--- src/sv/mfs_pkg.sv ---
// ----------------------------------------------------------------------------
// mfs_pkg: shared types and constants of the measurement frame serializer
// item kinds, register map, command format and the byte-wise crc-32 step
// ----------------------------------------------------------------------------
package mfs_pkg;

  localparam int unsigned ChannelsDef = 8;
  localparam int unsigned CntW        = 7;
  localparam logic [CntW-1:0] CountMax = '1;
  localparam int unsigned QueueDepth  = 2;
  localparam int unsigned DataW       = 96;
  localparam int unsigned AddrW       = 4;

  localparam logic [31:0] CrcInit = 32'hFFFF_FFFF;
  localparam logic [31:0] CrcPoly = 32'hEDB8_8320;

  // input item codes
  localparam logic [1:0] FuncHdr  = 2'd0;
  localparam logic [1:0] FuncChan = 2'd1;
  localparam logic [1:0] FuncTrl  = 2'd2;

  // register indexes
  localparam logic [1:0] RegMagic   = 2'd0;
  localparam logic [1:0] RegVersion = 2'd1;
  localparam logic [1:0] RegMsgType = 2'd2;

  typedef enum logic [1:0] {
    KIND_HDR,
    KIND_CHAN,
    KIND_TRL,
    KIND_ERR
  } kind_e;

  typedef struct packed {
    kind_e            kind;
    logic [DataW-1:0] data;
  } cmd_t;

  typedef struct packed {
    logic [15:0] magic;
    logic [7:0]  version;
    logic [7:0]  msg_type;
  } cfg_t;

  // reflected crc-32 over one byte, lsb first
  function automatic logic [31:0] crc_byte(input logic [31:0] crc, input logic [7:0] b);
    logic [31:0] c;
    c = crc ^ {24'h0, b};
    for (int k = 0; k < 8; k++) begin
      c = c[0] ? ((c >> 1) ^ CrcPoly) : (c >> 1);
    end
    return c;
  endfunction

endpackage

--- src/sv/mfs_front.sv ---
// ----------------------------------------------------------------------------
// mfs_front: item classifier
// tracks frame state and channel count, turns each request into a command
// ----------------------------------------------------------------------------
module mfs_front #(
  parameter int unsigned CHANNELS = mfs_pkg::ChannelsDef
) (
  input  logic                       clk_i,
  input  logic                       rst_ni,
  input  logic                       in_valid_i,
  output logic                       in_stall_o,
  input  logic [1:0]                 func_i,
  input  logic [31:0]                sequence_number_i,
  input  logic [63:0]                timestamp_us_i,
  input  logic signed [31:0]         channel_sample_i,
  input  logic [31:0]                status_word_i,
  output logic                       push_o,
  output mfs_pkg::cmd_t              cmd_o,
  input  logic                       full_i
);
  import mfs_pkg::*;

  logic            in_frame_q, in_frame_d;
  logic [CntW-1:0] count_q, count_d;
  logic            accept;

  assign in_stall_o = full_i;
  assign accept     = in_valid_i && !full_i;
  assign push_o     = accept;

  always_comb begin
    cmd_o.kind = KIND_ERR;
    cmd_o.data = '0;
    in_frame_d = in_frame_q;
    count_d    = count_q;
    unique case (func_i)
      FuncHdr: begin
        cmd_o.kind = KIND_HDR;
        cmd_o.data = {sequence_number_i, timestamp_us_i};
        in_frame_d = 1'b1;
        count_d    = '0;
      end
      FuncChan: begin
        if (in_frame_q) begin
          cmd_o.kind = KIND_CHAN;
          cmd_o.data = {64'h0, $unsigned(channel_sample_i)};
          if (count_q != CountMax) count_d = count_q + 1'b1;
        end else begin
          in_frame_d = 1'b0;
        end
      end
      FuncTrl: begin
        if (in_frame_q && count_q == CntW'(CHANNELS)) begin
          cmd_o.kind = KIND_TRL;
          cmd_o.data = {64'h0, status_word_i};
        end
        in_frame_d = 1'b0;
      end
      default: begin
        in_frame_d = 1'b0;
      end
    endcase
  end

  always_ff @(posedge clk_i or negedge rst_ni) begin
    if (!rst_ni) begin
      in_frame_q <= 1'b0;
      count_q    <= '0;
    end else if (accept) begin
      in_frame_q <= in_frame_d;
      count_q    <= count_d;
    end
  end

endmodule

--- src/sv/mfs_queue.sv ---
// ----------------------------------------------------------------------------
// mfs_queue: short command queue
// decouples the classifier from the byte serializer
// ----------------------------------------------------------------------------
module mfs_queue (
  input  logic          clk_i,
  input  logic          rst_ni,
  input  logic          push_i,
  input  mfs_pkg::cmd_t cmd_i,
  output logic          full_o,
  input  logic          pop_i,
  output logic          valid_o,
  output mfs_pkg::cmd_t cmd_o
);
  import mfs_pkg::*;

  localparam int unsigned PtrW = $clog2(QueueDepth);

  cmd_t                 mem_q [QueueDepth];
  logic [PtrW-1:0]      wr_q, rd_q;
  logic [PtrW:0]        cnt_q;
  logic                 do_push, do_pop;

  assign full_o  = (cnt_q == (PtrW+1)'(QueueDepth));
  assign valid_o = (cnt_q != '0);
  assign cmd_o   = mem_q[rd_q];
  assign do_push = push_i && !full_o;
  assign do_pop  = pop_i && valid_o;

  always_ff @(posedge clk_i) begin
    if (do_push) mem_q[wr_q] <= cmd_i;
  end

  always_ff @(posedge clk_i or negedge rst_ni) begin
    if (!rst_ni) begin
      wr_q  <= '0;
      rd_q  <= '0;
      cnt_q <= '0;
    end else begin
      if (do_push) wr_q <= (wr_q == PtrW'(QueueDepth-1)) ? '0 : wr_q + 1'b1;
      if (do_pop)  rd_q <= (rd_q == PtrW'(QueueDepth-1)) ? '0 : rd_q + 1'b1;
      cnt_q <= cnt_q + (PtrW+1)'(do_push) - (PtrW+1)'(do_pop);
    end
  end

endmodule

--- src/sv/mfs_back.sv ---
// ----------------------------------------------------------------------------
// mfs_back: byte serializer
// walks each command byte by byte, folds the crc and feeds the output register
// ----------------------------------------------------------------------------
module mfs_back (
  input  logic          clk_i,
  input  logic          rst_ni,
  input  mfs_pkg::cfg_t cfg_i,
  input  logic          q_valid_i,
  input  mfs_pkg::cmd_t q_cmd_i,
  output logic          q_pop_o,
  output logic          out_valid_o,
  input  logic          out_stall_i,
  output logic [7:0]    out_byte_o,
  output logic          last_of_run_o,
  output logic          packet_end_o,
  output logic          frame_error_o
);
  import mfs_pkg::*;

  cmd_t        cmd_q;
  logic        busy_q;
  logic [3:0]  idx_q;
  logic [31:0] crc_q, crc_d;
  logic        ov_q, olast_q, oend_q, oerr_q;
  logic [7:0]  obyte_q;

  logic        load_ok, adv, last, fold;
  logic [3:0]  last_idx;
  logic [7:0]  cur_byte;
  logic [31:0] crc_base, crc_out;
  logic [127:0] hdr_vec;

  assign hdr_vec = {cfg_i.magic, cfg_i.version, cfg_i.msg_type, cmd_q.data};
  assign crc_out = ~crc_q;

  always_comb begin
    cur_byte = 8'h00;
    last_idx = 4'd0;
    fold     = 1'b0;
    unique case (cmd_q.kind)
      KIND_HDR: begin
        last_idx = 4'd15;
        cur_byte = 8'(hdr_vec >> {~idx_q, 3'b000});
        fold     = 1'b1;
      end
      KIND_CHAN: begin
        last_idx = 4'd3;
        cur_byte = 8'(cmd_q.data[31:0] >> {~idx_q[1:0], 3'b000});
        fold     = 1'b1;
      end
      KIND_TRL: begin
        last_idx = 4'd7;
        // status bytes first, then the inverted crc msb first
        cur_byte = idx_q[2] ? 8'(crc_out >> {~idx_q[1:0], 3'b000})
                            : 8'(cmd_q.data[31:0] >> {~idx_q[1:0], 3'b000});
        fold     = !idx_q[2];
      end
      default: begin
        last_idx = 4'd0;
      end
    endcase
  end

  assign load_ok = !ov_q || !out_stall_i;
  assign adv     = busy_q && load_ok;
  assign last    = (idx_q == last_idx);
  assign q_pop_o = q_valid_i && (!busy_q || (adv && last));

  // header restarts the crc on its first byte
  assign crc_base = (cmd_q.kind == KIND_HDR && idx_q == 4'd0) ? CrcInit : crc_q;

  always_comb begin
    crc_d = crc_q;
    if (adv) begin
      if (fold) crc_d = crc_byte(crc_base, cur_byte);
      if (last && (cmd_q.kind == KIND_TRL || cmd_q.kind == KIND_ERR)) crc_d = CrcInit;
    end
  end

  always_ff @(posedge clk_i) begin
    if (q_pop_o) cmd_q <= q_cmd_i;
    if (adv) begin
      obyte_q <= cur_byte;
      olast_q <= last;
      oend_q  <= last && (cmd_q.kind == KIND_TRL);
      oerr_q  <= (cmd_q.kind == KIND_ERR);
    end
  end

  always_ff @(posedge clk_i or negedge rst_ni) begin
    if (!rst_ni) begin
      busy_q <= 1'b0;
      idx_q  <= '0;
      crc_q  <= CrcInit;
      ov_q   <= 1'b0;
    end else begin
      crc_q <= crc_d;
      if (q_pop_o) begin
        busy_q <= 1'b1;
        idx_q  <= '0;
      end else if (adv) begin
        if (last) busy_q <= 1'b0;
        idx_q <= idx_q + 1'b1;
      end
      if (adv)           ov_q <= 1'b1;
      else if (load_ok)  ov_q <= 1'b0;
    end
  end

  assign out_valid_o   = ov_q;
  assign out_byte_o    = obyte_q;
  assign last_of_run_o = olast_q;
  assign packet_end_o  = oend_q;
  assign frame_error_o = oerr_q;

  a_end_is_last: assert property (@(posedge clk_i) disable iff (!rst_ni)
    ov_q && oend_q |-> olast_q)
    else $error("packet end without end of run");

  a_err_single: assert property (@(posedge clk_i) disable iff (!rst_ni)
    ov_q && oerr_q |-> olast_q && !oend_q && obyte_q == 8'h00)
    else $error("error result malformed");

  a_idx_bound: assert property (@(posedge clk_i) disable iff (!rst_ni)
    busy_q |-> idx_q <= last_idx)
    else $error("byte index past end of command");

  a_crc_reset: assert property (@(posedge clk_i) disable iff (!rst_ni)
    adv && last && cmd_q.kind == KIND_TRL |=> crc_q == CrcInit)
    else $error("crc not restarted after trailer");

endmodule

--- src/sv/measurement_frame_serializer_crc32_unit.sv ---
// ----------------------------------------------------------------------------
// measurement_frame_serializer_crc32_unit: framer with crc-32 trailer
// first byte: reaches the output register after the queue write, then the
//   serializer command load and the output register load
// throughput: one byte per cycle at the output register unless out_stall_i
//   holds it; a header is 16 bytes, a channel 4, a trailer 8, an error 1
// reset: queue empty, no frame open, crc all ones, config registers zero
// ----------------------------------------------------------------------------
module measurement_frame_serializer_crc32_unit #(
  parameter int unsigned CHANNELS = mfs_pkg::ChannelsDef
) (
  input  logic                       clk_i,
  input  logic                       rst_ni,
  // apb configuration port
  input  logic                       psel,
  input  logic                       penable,
  input  logic                       pwrite,
  input  logic [mfs_pkg::AddrW-1:0]  paddr,
  input  logic [31:0]                pwdata,
  output logic [31:0]                prdata,
  output logic                       pready,
  // item input
  input  logic                       in_valid_i,
  output logic                       in_stall_o,
  input  logic [1:0]                 func_i,
  input  logic [31:0]                sequence_number_i,
  input  logic [63:0]                timestamp_us_i,
  input  logic signed [31:0]         channel_sample_i,
  input  logic [31:0]                status_word_i,
  // byte output
  output logic                       out_valid_o,
  input  logic                       out_stall_i,
  output logic [7:0]                 out_byte_o,
  output logic                       last_of_run_o,
  output logic                       packet_end_o,
  output logic                       frame_error_o
);
  import mfs_pkg::*;

  cfg_t cfg_q;
  logic wr_en;

  cmd_t f_cmd, q_cmd;
  logic f_push, q_full, q_valid, q_pop;

  // register writes complete on the access phase, no wait states
  assign pready = 1'b1;
  assign wr_en  = psel && penable && pwrite && pready;

  always_ff @(posedge clk_i or negedge rst_ni) begin
    if (!rst_ni) begin
      cfg_q <= '0;
    end else if (wr_en) begin
      unique case (paddr[3:2])
        RegMagic:   cfg_q.magic    <= pwdata[15:0];
        RegVersion: cfg_q.version  <= pwdata[7:0];
        RegMsgType: cfg_q.msg_type <= pwdata[7:0];
        default: ;
      endcase
    end
  end

  // read mux, unused addresses read zero
  always_comb begin
    unique case (paddr[3:2])
      RegMagic:   prdata = {16'h0, cfg_q.magic};
      RegVersion: prdata = {24'h0, cfg_q.version};
      RegMsgType: prdata = {24'h0, cfg_q.msg_type};
      default:    prdata = 32'h0;
    endcase
  end

  // front: classify against frame state and channel count
  mfs_front #(
    .CHANNELS(CHANNELS)
  ) u_front (
    .clk_i             (clk_i),
    .rst_ni            (rst_ni),
    .in_valid_i        (in_valid_i),
    .in_stall_o        (in_stall_o),
    .func_i            (func_i),
    .sequence_number_i (sequence_number_i),
    .timestamp_us_i    (timestamp_us_i),
    .channel_sample_i  (channel_sample_i),
    .status_word_i     (status_word_i),
    .push_o            (f_push),
    .cmd_o             (f_cmd),
    .full_i            (q_full)
  );

  // command queue between classifier and serializer
  mfs_queue u_queue (
    .clk_i   (clk_i),
    .rst_ni  (rst_ni),
    .push_i  (f_push),
    .cmd_i   (f_cmd),
    .full_o  (q_full),
    .pop_i   (q_pop),
    .valid_o (q_valid),
    .cmd_o   (q_cmd)
  );

  // back: one byte per cycle unless the output stalls, with running crc
  mfs_back u_back (
    .clk_i         (clk_i),
    .rst_ni        (rst_ni),
    .cfg_i         (cfg_q),
    .q_valid_i     (q_valid),
    .q_cmd_i       (q_cmd),
    .q_pop_o       (q_pop),
    .out_valid_o   (out_valid_o),
    .out_stall_i   (out_stall_i),
    .out_byte_o    (out_byte_o),
    .last_of_run_o (last_of_run_o),
    .packet_end_o  (packet_end_o),
    .frame_error_o (frame_error_o)
  );

endmodule
--- config.mk ---
export PLATFORM = sky130hd
export DESIGN_NAME = measurement_frame_serializer_crc32_unit
export DESIGN_NICKNAME = d
export VERILOG_FILES = /design/src/sv/mfs_pkg.sv /design/src/sv/mfs_front.sv /design/src/sv/mfs_queue.sv /design/src/sv/mfs_back.sv /design/src/sv/measurement_frame_serializer_crc32_unit.sv
export SDC_FILE = /design/constraint.sdc
export NUM_CORES = 1
export LEC_CHECK = 0
export ABC_AREA = 1
export BUFFER_PORTS_ARGS = -buffer_cell sky130_fd_sc_hd__buf_2
export CORE_UTILIZATION = 55
export DETAILED_ROUTE_END_ITERATION = 10
export GPL_ROUTABILITY_DRIVEN = 0
export PLACE_DENSITY = 0.74
export SETUP_SLACK_MARGIN = 0.3
export SLEW_MARGIN = 40
export SYNTH_ARGS = -nofsm -noshare
export SYNTH_HDL_FRONTEND = slang
export SYNTH_SLANG_ARGS = --single-unit
--- constraint.sdc ---
create_clock -name clk_i -period 10.8 [get_ports clk_i]
set_input_delay 0 -clock clk_i [delete_from_list [all_inputs] [get_ports clk_i]]
set_output_delay 0 -clock clk_i [all_outputs]
set_load 0.1 [all_outputs]
# Yosys cells after proc, flatten, opt, wreduce, memory -nomap -nowiden
# Memory sizes are Yosys's and may differ from the RTL's. A register that Yosys moved wholly into a read port is not among the register bits.
# Cells that the tools add are included.
# Widths: inputs -> output; s select.
totals:
  ff_bits: 93
  latchBits: 0
  mem_bits_rw: 196
  rom_bits: 0
  inputBits: 205
  output_inout_bits: 46
  elab_cells: 123
  n_memories: 1
mem_list:
  columns: ["name", "words", "width", "rd", "rd_clocked_by_memory_dff", "write_ports", "line", "source"]
  rows:
  - ["u_queue.mem_q", 2, 98, 1, 1, 1, "mfs_queue.sv:19", "cmd_t mem_q [QueueDepth];"]
classes:
  add_sub_neg: 6
  mul: 0
  div: 0
  magnitude_cmp: 0
  eq_ne: 13
  n_shift: 3
  muxes: 35
  n_bitwise: 12
  reduce_logical: 37
ops:
  columns: ["operator", "n"]
  rows:
  - ["$mux 32", 11]
  - ["$pmux 98 s3", 1]
  - ["$shr 128x7->8", 1]
  - ["$not 13->14", 8]
  - ["$mux 98", 1]
  - ["$mux 97", 1]
  - ["$shr 32x5->8", 2]
  - ["$pmux 16 s3", 1]
  - ["$not 32->32", 1]
  - ["$xor 32x8->32", 1]
  - ["$pmux 8 s3", 1]
  - ["$mux 7", 2]
  - ["$pmux 7 s2", 1]
  - ["$logic_and 1x1->1", 12]
  - ["$pmux 4 s3", 1]
  - ["$reduce_bool 2->1", 6]
  - ["$eq 2x2->1 const B", 5]
  - ["$mux 1", 10]
  - ["$reduce_and 2->1", 5]
  - ["$mux 4", 2]
  - ["$mux 8", 1]
  - ["$add 7x1->7 const B", 1]
  - ["$eq 7x4->1 const B", 1]
  - ["$ne 7x7->1 const B", 1]
  - ["other kinds (16)", 29]

# Depth between registers and ports, before layout
# Gate-level depths: netlist (run 1).
logic_depth:
  word_depth: 23
  depth_mapped: 22
  depth_no_buf: 20

# Hierarchy
# From an unflattened synthesis (run 1), not the netlist that was laid out.
unflattened:
  cells_unflattened: 2104
  hier_area_um2: 18940.7
by_module_without_submodules:
  columns: ["mod", "n_inst", "cells_per_inst", "area_each_um2", "seq_area_each_um2"]
  rows:
  - ["mfs_back", 1, 979, 8122.8, 4264.1]
  - ["mfs_queue", 1, 544, 7347.0, 5985.7]
  - ["mfs_front", 1, 366, 1835.5, 200.2]
  - ["measurement_frame_serializer_crc32_unit", 1, 215, 1635.3, 800.8]

# Worst setup path after synthesis (run 1)
# Ideal clock, no wire load.
synth_path:
  path_kind: "flip-flop to flip-flop"
  from: "reg u_queue.cnt_q[1]"
  to: "mem u_queue.mem_q[1][0] in the netlist's numbering (enable)"
  setup_ns: 0.558
  arrival_time_ns: 4.754
  required_ns: 10.242
  path_slack_ns: 5.489
  path_stages_with_launch: 4
  path_buffers: 0
  period_less_slack_ns: 5.311
  cell_sequence: "dfrtp_1 > inv_1 > o21ai_0 > nor2_1"
synth_between:
  elab_chain_len: 6
synth_lines:
  columns: ["element", "line", "source"]
  rows:
  - ["from (decl)", "mfs_queue.sv:21", "logic [PtrW:0] cnt_q;"]
  - ["from (signal assigned)", "mfs_queue.sv:42", "cnt_q <= cnt_q + (PtrW+1)'(do_push) - (PtrW+1)'(do_pop);"]
  - ["$eq 2x2->1 (*)", "mfs_queue.sv:24", "assign full_o = (cnt_q == (PtrW+1)'(QueueDepth));"]
  - ["$logic_not 1->1 (*)", "mfs_front.sv:28, mfs_queue.sv:27", null]
  - ["$logic_and 1x1->1", "mfs_front.sv:28", "assign accept = in_valid_i && !full_i;"]
  - ["$logic_and 1x1->1 (*)", "mfs_queue.sv:27", "assign do_push = push_i && !full_o;"]
  - ["$mux 1 (*)", "mfs_queue.sv:31", "if (do_push) mem_q[wr_q] <= cmd_i;"]
  - ["$mux 1 (not written as such) (*)", "mfs_queue.sv:31", null]
  - ["to (decl)", "mfs_queue.sv:19", null]
# Mark *: on every way between the ends. The rest lies on a longest branch, timed or not.

# Worst setup path in the final report (run 1)
layout_path:
  from: "reg u_back.idx_q[1]"
  to: "reg u_back.cmd_q[29] (netlist name)"
layout_between:
  elab_chain_len: 4
layout_lines:
  columns: ["element", "line", "source"]
  rows:
  - ["from (decl)", "mfs_back.sv:23", "logic [3:0] idx_q;"]
  - ["from (signal assigned)", "mfs_back.sv:104", "idx_q <= idx_q + 1'b1;"]
  - ["$eq 4x4->1", "mfs_back.sv:67", "assign last = (idx_q == last_idx);"]
  - ["net u_back.last", "mfs_back.sv:28", "logic load_ok, adv, last, fold;"]
  - ["$logic_and 1x1->1", "mfs_back.sv:68", "assign q_pop_o = q_valid_i && (!busy_q || (adv && last));"]
  - ["$logic_or 1x1->1", "mfs_back.sv:68", null]
  - ["$logic_and 1x1->1", "mfs_back.sv:68", null]
  - ["net q_pop", "measurement_frame_serializer_crc32_unit.sv:44", "logic f_push, q_full, q_valid, q_pop;"]
# The timed path passes the listed nets, and every way through them passes these cells.
# A chain may end at the register's enable or synchronous reset.

==> impl_metrics.toml, run 1 <==
[outcome]
status = "completed"

[global_route]
first_global_vias = 14452
grt_pass1_wl_mm = 72.5
grt_usage = 0.272
overflow = 0
antenna_found_initial = 0
grt_max_degree = 100

[cells_and_area]
final_common_cell = "nand2_1"
layout-drive-gt1-share = 0.161
regArea_um2 = 11300
areaGrowthSynthToFinish_pct = 23.6
multiInputGateArea_um2 = 6020
nFillCells = 2391
nNetsFinal = 2600
final_cell_mix = "725 x nand2_1, 305 x edfxtp_1, 227 x inv_1"
antenna_cells = 0
design_area_um2 = 23100
final_cells = 2870
fin_util = 0.689

[logic_synthesis]
yosysSeqAreaShare = 0.603
synth_xor_area_frac = 0.0181
synth_edf_count = 305
synth_compound_area_frac = 0.0576
yosys_warnings = 0
syn-cell-area_um2 = 18700
synth_mux_area_frac = 0
yosysTopAreaCellShare = 0.491
synthFlopType = "edfxtp_1"
synth_cells = 2027
synthSimpleGateAreaFrac = 0.238
ys_ff_latch = 387
yosys.area.top_type = "edfxtp_1"
synthAdderAreaFrac = 0.00402
synth-async-reset-ratio = 0.212
avgSynthCellArea_um2 = 9.20
synth_top_family_by_area = "simple AND/OR/NAND/NOR gates"
ys_types = 49
synthTopCellsByArea = "edfxtp_1 49%, nand2_1 15%, dfrtp_1 6.7%"

[detailed_routing]
drc = 0
wl_per_cell_um = 16.6
viasPerCell = 5.27
ant_nets = 0
vias = 15111
dr.pass1.iters = 6
routed_wl_mm = 47.6
drt_iter0_markers = 1264

[die]
initial_core_util = 0.558
rows = 67
fp.dieW_um = 186
fp.dieH_um = 186
dieArea_um2 = 34700
ios = 251
core_um2 = 33400

[clock_tree]
cts_tree = "built"
cts_buffers = 41
clk_latency_ps = 540
htree_levels = 2
cts_buffer_depth = 3
clkSlewWorstSetupHoldPaths_ps = 60
clock-sinks = 387
cts-root-buf = "clkbuf_16"

[timing]
slew_violations = 0
timing.fmax_ghz = 0.257
fin_crit_ps = 3890
finalSetupViolations = 0
worstMarginPinSlew_ps = 817
setup-tns-final_ps = 0
hold_viol_final = 0
rsz0062_at_grt = "false"
slew_headroom = 0.455
skew_ps = 14.0
holdWs_ps = 29.3
setup_ws_ps = 6910
fin_crit_sh = 0.360

[power_and_ir_drop]
leakage_nw = 10.6
powerDensity_nw_per_um2 = 318
ir_drop_uv = 236
p_total_mw = 7.33

[placement]
placed_cell_area_um2 = 20000
placed_cells = 2621
dp_slack_ps = 6940
port_buffers = 215
hpwl_mm = 27.5

[setup_path]
crit_fanout = 60
worst_setup_path_start_kind = "flip-flop"
crit_arrival_ps = 4050
reg2reg_slack_ps = 6910
crit_type = "reg2reg"
crit_path_end_kind = "flip-flop"
worstPathRequired_ps = 10960

[worst_hold_path]
hold_path.class = "in2reg"

[run]
maxCapViolCount = 0
cell families (layout without fill, tap and decap cells):
group           Yosys count  in the layout
buf+inv                 341            721
fa+ha+maj                 6              6
xor+xnor                 36             36
compound gates          179            179
simple gates           1076           1076
other cells               2             17
flops                   387            387
routing by layer:
layer | vias to the layer above | routed length (um) | part of all wire | global-route usage
met5 | - | 0 | 0 | 0
met4 | 0 | 1570 | 0.033 | 0.110
met3 | 127 | 3080 | 0.065 | 0.0386
met2 | 651 | 23800 | 0.50 | 0.471
met1 | 7074 | 19200 | 0.40 | 0.346
li1 | 7259 | - | - | -
critical path, stage by stage, from the launching register on:
cell and delay, ps:
dfrtp_1 550, buf_4 560, nand2_1 160, nand2_1 120
inv_2 50, nor4_4 360, nand2_1 90, nand2_1 80
o21ai_0 210, inv_4 490, buf_4 750
power breakdown:
group          leakage, nW  total (mW)  switching [mW]  internal (mW)
Sequential            3.85        2.47           0.171           2.30
Clock                0.640        1.39           0.570          0.823
Combinational         6.14        3.47            2.47          0.998
flip-flops by register name, indices dropped and copies added, names as in the netlist:
name,count
cfg_q,32
u_back.busy_q,1
u_back.cmd_q,98
u_back.crc_q,32
u_back.frame_error_o,1
u_back.idx_q,4
u_back.last_of_run_o,1
u_back.out_byte_o,8
u_back.out_valid_o,1
u_back.packet_end_o,1
u_front.count_q,7
u_front.in_frame_q,1
u_queue.cnt_q,2
u_queue.mem_q,196
u_queue.rd_q,1
u_queue.wr_q,1
final timing paths:
check / start / to / cells past startpoint
setup / recovery: u_back.idx_q[1] / u_back.cmd_q[29] / 10
hold / removal: status_word_i[18] / u_queue.mem_q[0][18] / 3
setup reg to reg: u_back.idx_q[1] / u_back.cmd_q[29] / 10
hold reg to reg: cfg_q[15] / cfg_q[15] / 2
max in group asynchronous: rst_ni / cfg_q[8] / 3
min in group asynchronous: rst_ni / cfg_q[31] / 3
synthesized netlist by cell type (2+ instances only):
library cell,instances
buf_4,27
clkbuf_1,39
nand2_2,19
or2_2,9
or2_1,2
xor2_2,2
a21oi_1,34
buf_6,10
xnor2_1,2
o22ai_1,18
inv_2,11
nor2_2,4
nand3_2,6
dfrtp_1,50
buf_2,13
o221ai_1,5
a32oi_1,10
edfxtp_1,305
nor3_1,6
o21ai_1,15
nand3b_1,3
nor2_1,152
o21ai_0,62
nand4_1,8
dfstp_2,32
o211ai_1,6
buf_1,10
xor2_1,31
nor2_4,2
a22oi_1,22
nand2_4,4
conb_1,2
nand3_1,130
ha_1,6
o21ai_2,2
nand2_1,726
inv_1,230
timing repair:
item	in CTS	in global routing
setup buffers	0	0
hold buffers	170	1
endpoints found under the hold margin	282	1
gates resized for setup	0	0
layout make-up:
class,instances,share of cell area
Sequential cell,387,0.488
Clock buffer,55,0.0481
Inverter,242,0.0396
Multi-Input combinational cell,1314,0.261
Tap cell,448,0.0243
Clock inverter,21,0.00988
Timing Repair Buffer,403,0.129
Note: power is estimated with default switching activity, not from simulation.
==> run 2, diff against run 1 <==
--- a/config.mk
+++ b/config.mk
@@ -7,7 +7,7 @@
 export LEC_CHECK = 0
 export ABC_AREA = 1
 export BUFFER_PORTS_ARGS = -buffer_cell sky130_fd_sc_hd__buf_2
-export CORE_UTILIZATION = 55
+export CORE_UTILIZATION = 53
 export DETAILED_ROUTE_END_ITERATION = 10
 export GPL_ROUTABILITY_DRIVEN = 0
 export PLACE_DENSITY = 0.74
==> constraint.sdc (replaced) <==
create_clock -name clk_i -period 3.5 [get_ports clk_i]
set_input_delay 0 -clock clk_i [delete_from_list [all_inputs] [get_ports clk_i]]
set_output_delay 0 -clock clk_i [all_outputs]
set_load 0.1 [all_outputs]
==> run 2 against run 1 <==
Worst hold slack gained 5.8 ps. Critical path depth unchanged. Sequential power grew to 3.1 times the previous value. Via count grew 0.19%. Core utilization down 1.7 points. Sequential share of layout area down 0.42 points.
==> impl_metrics.toml, run 2 (synthesis results as in run 1) <==
[power_and_ir_drop]
switching_share = 0.439
pwr-share-seq = 0.333
clkPwrFrac = 0.190
ir_drop_uv = 939
p_sw_mw = 10.1
combPwrFrac = 0.477
powerDensity_nw_per_um2 = 986
p_int_mw = 12.9
leakage_nw = 10.7

[setup_path]
rr_startpoint = "u_front.count_q[0]"
reg2reg_slack_ps = 430
reg2reg_depth = 10
crit_chain = "inv_1 -> ha_1 -> and3b_1 -> nand2_1 -> buf_6 -> clkinvlp_4 -> a32oi_1 -> dlygate4sd3_1 -> nand2_1 -> dlygate4sd3_1"
crit_type = "reg2reg"
cp_top_family = "buffers and inverters"
r2r_end = "u_queue.mem_q[0][21]"
crit_path_end_kind = "flip-flop"
worst_setup_path_start_kind = "flip-flop"
worstPathRequired_ps = 3760
cp.depth = 10
crit_arrival_ps = 3330
cp_slowest_cell = "dlygate4sd3_1"
crit_buf_inv = 5
cpPeakStageDelay_ps = 600
crit_path_end = "u_queue.mem_q[0][21]"
setup.worst_path.start = "u_front.count_q[0]"
crit_fanout = 24

[die]
rows = 68
dieArea_um2 = 36000
initial_core_util = 0.539
ios = 251
fp.dieH_um = 190
core_um2 = 34600
fp.dieW_um = 190

[cells_and_area]
final_common_cell = "nand2_1"
final_cells = 2887
layout-drive-gt1-share = 0.174
largest-register = "u_queue.mem_q"
fin_util = 0.672
final_cell_mix = "723 x nand2_1, 305 x edfxtp_1, 226 x inv_1"
top_regs = "u_queue.mem_q x196, u_back.cmd_q x98"
areaGrowthSynthToFinish_pct = 24.7
largest_register_ffs = 196
antenna_cells = 0
nNetsFinal = 2611

[detailed_routing]
viasPerCell = 5.24
drt_iter0_markers = 1402
wl_per_cell_um = 16.3
ant_nets = 0
vias = 15139
dr.pass1.iters = 6
routed_wl_mm = 47.0
drc = 0

[global_route]
grt_usage = 0.261
first_global_vias = 14419
overflow = 0
grt_pass1_wl_mm = 73.8
grt_max_degree = 103
antenna_found_initial = 0

[timing]
hold_viol_final = 0
rsz0062_at_grt = "true"
slew_headroom = 0.467
slew_violations = 0
timing.fmax_ghz = 0.326
worstMarginPinSlew_ps = 800
finalSetupViolations = 0
skew_ps = 22.5
fin_crit_ps = 3070
fin_crit_sh = 0.876

[clock_tree]
clk_latency_ps = 540
clock-sinks = 387
htree_levels = 2
cts_buffer_depth = 3
cts_tree = "built"
cts-root-buf = "clkbuf_16"
clkSlewWorstSetupHoldPaths_ps = 60
cts_buffers = 41

[outcome]
status = "completed"

[placement]
placed_cells = 2638
hpwl_mm = 28.6
port_buffers = 215

[run]
maxCapViolCount = 0

[worst_hold_path]
hold_path.class = "in2reg"
[run 2: cell count changes in the layout (fill, tap and decap cells not counted), moves of 3 or more]
cell / before / now
buf_12: 1 / 7
buf_4: 12 / 19
clkbuf_1: 12 / 3
clkinv_1: 11 / 7
clkinv_2: 2 / 8
clkinvlp_4: 2 / 5
inv_6: 0 / 4
[run 2: worst reg2reg max path: cells and delay by family, from the launching register on]
family,cells,cell delay (ps)
AO/OA/AOI/OAI,1,220
adder cells (fa/ha/maj),1,190
buffers and inverters,5,1670
flip-flops,1,370
AND/OR/NAND/NOR,3,350
[run 2: what timing repair did]
item                                   CTS  global route
endpoints found under the hold margin  284             0
setup endpoints to repair                0            25
hold buffers                           171             0
buffers inserted                         0             3
resized for setup                        0             6
[run 2: layer usage]
metal / vias up / part of all wire / routed length [um] / GRT usage
li1: 7279 / - / - / -
met1: 7113 / 0.41 / 19300 / 0.342
met2: 626 / 0.49 / 23200 / 0.444
met3: 121 / 0.065 / 3060 / 0.0354
met4: 0 / 0.031 / 1450 / 0.0940
met5: - / 0 / 0 / 0
[run 2: how the worst min path moves through the flow]
stage                               from              endpoint  cells past startpoint
floorplan                         rst_ni              cfg_q[0]                      0
global placement                  rst_ni             cfg_q[31]                      1
detailed placement                rst_ni             cfg_q[30]                      1
CTS                 channel_sample_i[30]  u_queue.mem_q[1][30]                      3
global route        channel_sample_i[30]  u_queue.mem_q[1][30]                      3
finish              channel_sample_i[30]  u_queue.mem_q[1][30]                      3
[run 2: area by class of cell]
| cell class | instances | area (um^2) |
|---|---|---|
| sequential | 387 | 11300 |
| clock buffer | 45 | 1050 |
| tap | 455 | 569 |
| clock inverter | 30 | 312 |
| timing repair buffer | 414 | 3100 |
| inverter | 242 | 923 |
| multi-input combinational | 1314 | 6050 |
| fill | 2532 | 11400 |
[run 2: per-stage QoR]
stage	power [mW]	cell area [um^2]	hold slack [ps]	setup slack, ps	TNS (ps)
after floorplan	15.6	18800	-296	-230	-259
after global placement	17.9	20100	105	450	0
after detailed placement	18.2	20200	104	417	0
after CTS	22.8	23200	3.57	339	0
after global routing	24.4	23300	37.1	287	0
final	23.0	23300	35.1	435	0
[run 2: power by group through the flow]
| stage | combinational, mW | sequential, mW | clock (mW) |
|---|---|---|---|
| 5_1_grt | 12.1 | 7.78 | 4.60 |
| 2_1_floorplan | 7.56 | 8.09 | 0 |
| 4_1_cts | 10.8 | 7.63 | 4.41 |
| 6_report | 10.9 | 7.64 | 4.37 |
| 3_3_place_gp | 10.3 | 7.66 | 0 |
| 3_5_place_dp | 10.5 | 7.71 | 0 |
==> run 3, diff against run 2 <==
--- a/config.mk
+++ b/config.mk
@@ -7,11 +7,14 @@
 export LEC_CHECK = 0
 export ABC_AREA = 1
 export BUFFER_PORTS_ARGS = -buffer_cell sky130_fd_sc_hd__buf_2
-export CORE_UTILIZATION = 53
+export CELL_PAD_IN_SITES_DETAIL_PLACEMENT = 0
+export CELL_PAD_IN_SITES_GLOBAL_PLACEMENT = 1
+export CORE_UTILIZATION = 40
 export DETAILED_ROUTE_END_ITERATION = 10
 export GPL_ROUTABILITY_DRIVEN = 0
-export PLACE_DENSITY = 0.74
+export PLACE_DENSITY = 0.73
 export SETUP_SLACK_MARGIN = 0.3
+export SKIP_LAST_GASP = 1
 export SLEW_MARGIN = 40
 export SYNTH_ARGS = -nofsm -noshare
 export SYNTH_HDL_FRONTEND = slang
==> run 3 against run 2 <==
Non-clock buffer count up 4. Clock skew is 9.1 ps lower. Flip-flop and latch count unchanged. Final area rose by 0.84%. Global-route usage decreased by 5.2 points. Sequential power up 1%. Fmax is 0.58% higher. Worst hold slack better by 170 ps. Critical endpoint is now u_queue.mem_q[1][9].
==> impl_metrics.toml, run 3 (synthesis results as in run 1) <==
[outcome]
status = "completed"

[setup_path]
crit_path_end_kind = "flip-flop"
worst_setup_path_start_kind = "flip-flop"
crit_fanout = 10
crit_arrival_ps = 3350
worstPathRequired_ps = 3810
crit_type = "reg2reg"

[cells_and_area]
top_regs = "u_queue.mem_q x196, u_back.cmd_q x98"
nNetsFinal = 2616
antenna_cells = 0
largest_register_ffs = 196
design_area_um2 = 23500
final_cell_mix = "723 x nand2_1, 305 x edfxtp_1, 226 x inv_1"
layout-drive-gt1-share = 0.173
largest-register = "u_queue.mem_q"
final_common_cell = "nand2_1"
areaGrowthSynthToFinish_pct = 25.8

[detailed_routing]
viasPerCell = 4.84
ant_nets = 0
routed_wl_mm = 49.4
drt_iter0_markers = 1049
wl_per_cell_um = 16.3
vias = 14708
dr.pass1.iters = 6
drc = 0

[global_route]
grt_max_degree = 99
first_global_vias = 13884
grt_usage = 0.209
grt_pass1_wl_mm = 76.9
overflow = 0
antenna_found_initial = 0

[clock_tree]
clock-sinks = 387
cts_buffer_depth = 3
cts_tree = "built"
htree_levels = 2
cts-root-buf = "clkbuf_16"
ctsResizeCount = 0
hold_buffers = 174
clkSlewWorstSetupHoldPaths_ps = 60
clk_latency_ps = 580
post-cts-setup-buffers = 0
cts_buffers = 42

[timing]
skew_ps = 13.4
holdWs_ps = 208
slew_violations = 0
hold_viol_final = 0
fin_crit_ps = 3050
worstMarginPinSlew_ps = 737
timing.fmax_ghz = 0.328
finalSetupViolations = 0
slew_headroom = 0.508
setup_ws_ps = 452
fin_crit_sh = 0.871
rsz0062_at_grt = "false"

[placement]
dp_slack_ps = 616
port_buffers = 215
placed_cell_area_um2 = 20400
hpwl_mm = 31.9

[die]
dieArea_um2 = 47500
initial_core_util = 0.408
fp.dieW_um = 218
core_um2 = 45700
fp.dieH_um = 218
ios = 251
rows = 78

[power_and_ir_drop]
leakage_nw = 10.7
ir_drop_uv = 778
p_total_mw = 23.0
powerDensity_nw_per_um2 = 979

[worst_hold_path]
hold_path.class = "in2reg"

[run]
maxCapViolCount = 0
[run 3: cell count changes in the layout (fill, tap and decap cells not counted), sizes merged]
cell	change
clkinv	+7
bufinv	-3
clkbuf	+3
buf	+2
clkinvlp	-2
dlygate4sd3	+2
inv	-2
[run 3: metal layers]
metal / vias to the layer above / global-route usage / share of wire
met1: 6988 / 0.291 / 0.46
met4: 0 / 0.0618 / 0.020
met5: - / 0 / 0
li1: 7287 / - / -
met2: 368 / 0.339 / 0.48
met3: 65 / 0.0266 / 0.044
[run 3: critical path: stages, from the launching register on]
cell and delay, ps:
dfrtp_1 370, inv_1 80, ha_1 200, and3b_1 170, nand2_1 160, clkinv_1 320, a32oi_1 260, dlygate4sd3_1 570
nand2_1 60, dlygate4sd3_1 590
[run 3: worst paths after layout]
kind	to	from	depth (start not counted)	slack [ps]
max in group asynchronous	u_back.crc_q[18]	rst_ni	4	2350
worst min register to register	cfg_q[21]	cfg_q[21]	2	490
worst max-delay path	u_queue.mem_q[1][9]	u_front.count_q[0]	9	450
min in group asynchronous	cfg_q[17]	rst_ni	3	450
worst min-delay path	cfg_q[29]	paddr[3]	4	210
worst max register to register	u_queue.mem_q[1][9]	u_front.count_q[0]	9	450
[run 3: metrics by stage]
step	instances	TNS [ps]	util
after global routing	3039	0	0.514
final	3039	0	0.514
after global placement	2787	0	0.446
after detailed placement	2787	0	0.446
after floorplan	2042	-259	-
after CTS	3039	0	0.514
[run 3: final cells by class]
type	count	area, um^2
Clock buffer	48	1080
Clock inverter	30	258
Fill cell	4190	22200
Inverter	242	912
Multi-Input combinational cell	1314	6050
Sequential cell	387	11300
Tap cell	600	751
Timing Repair Buffer	418	3150
[run 3: where the power goes]
part	internal, mW	total [mW]	switching, mW
combinational	3.25	11.0	7.71
clock	2.41	4.30	1.89
sequential	7.08	7.72	0.636
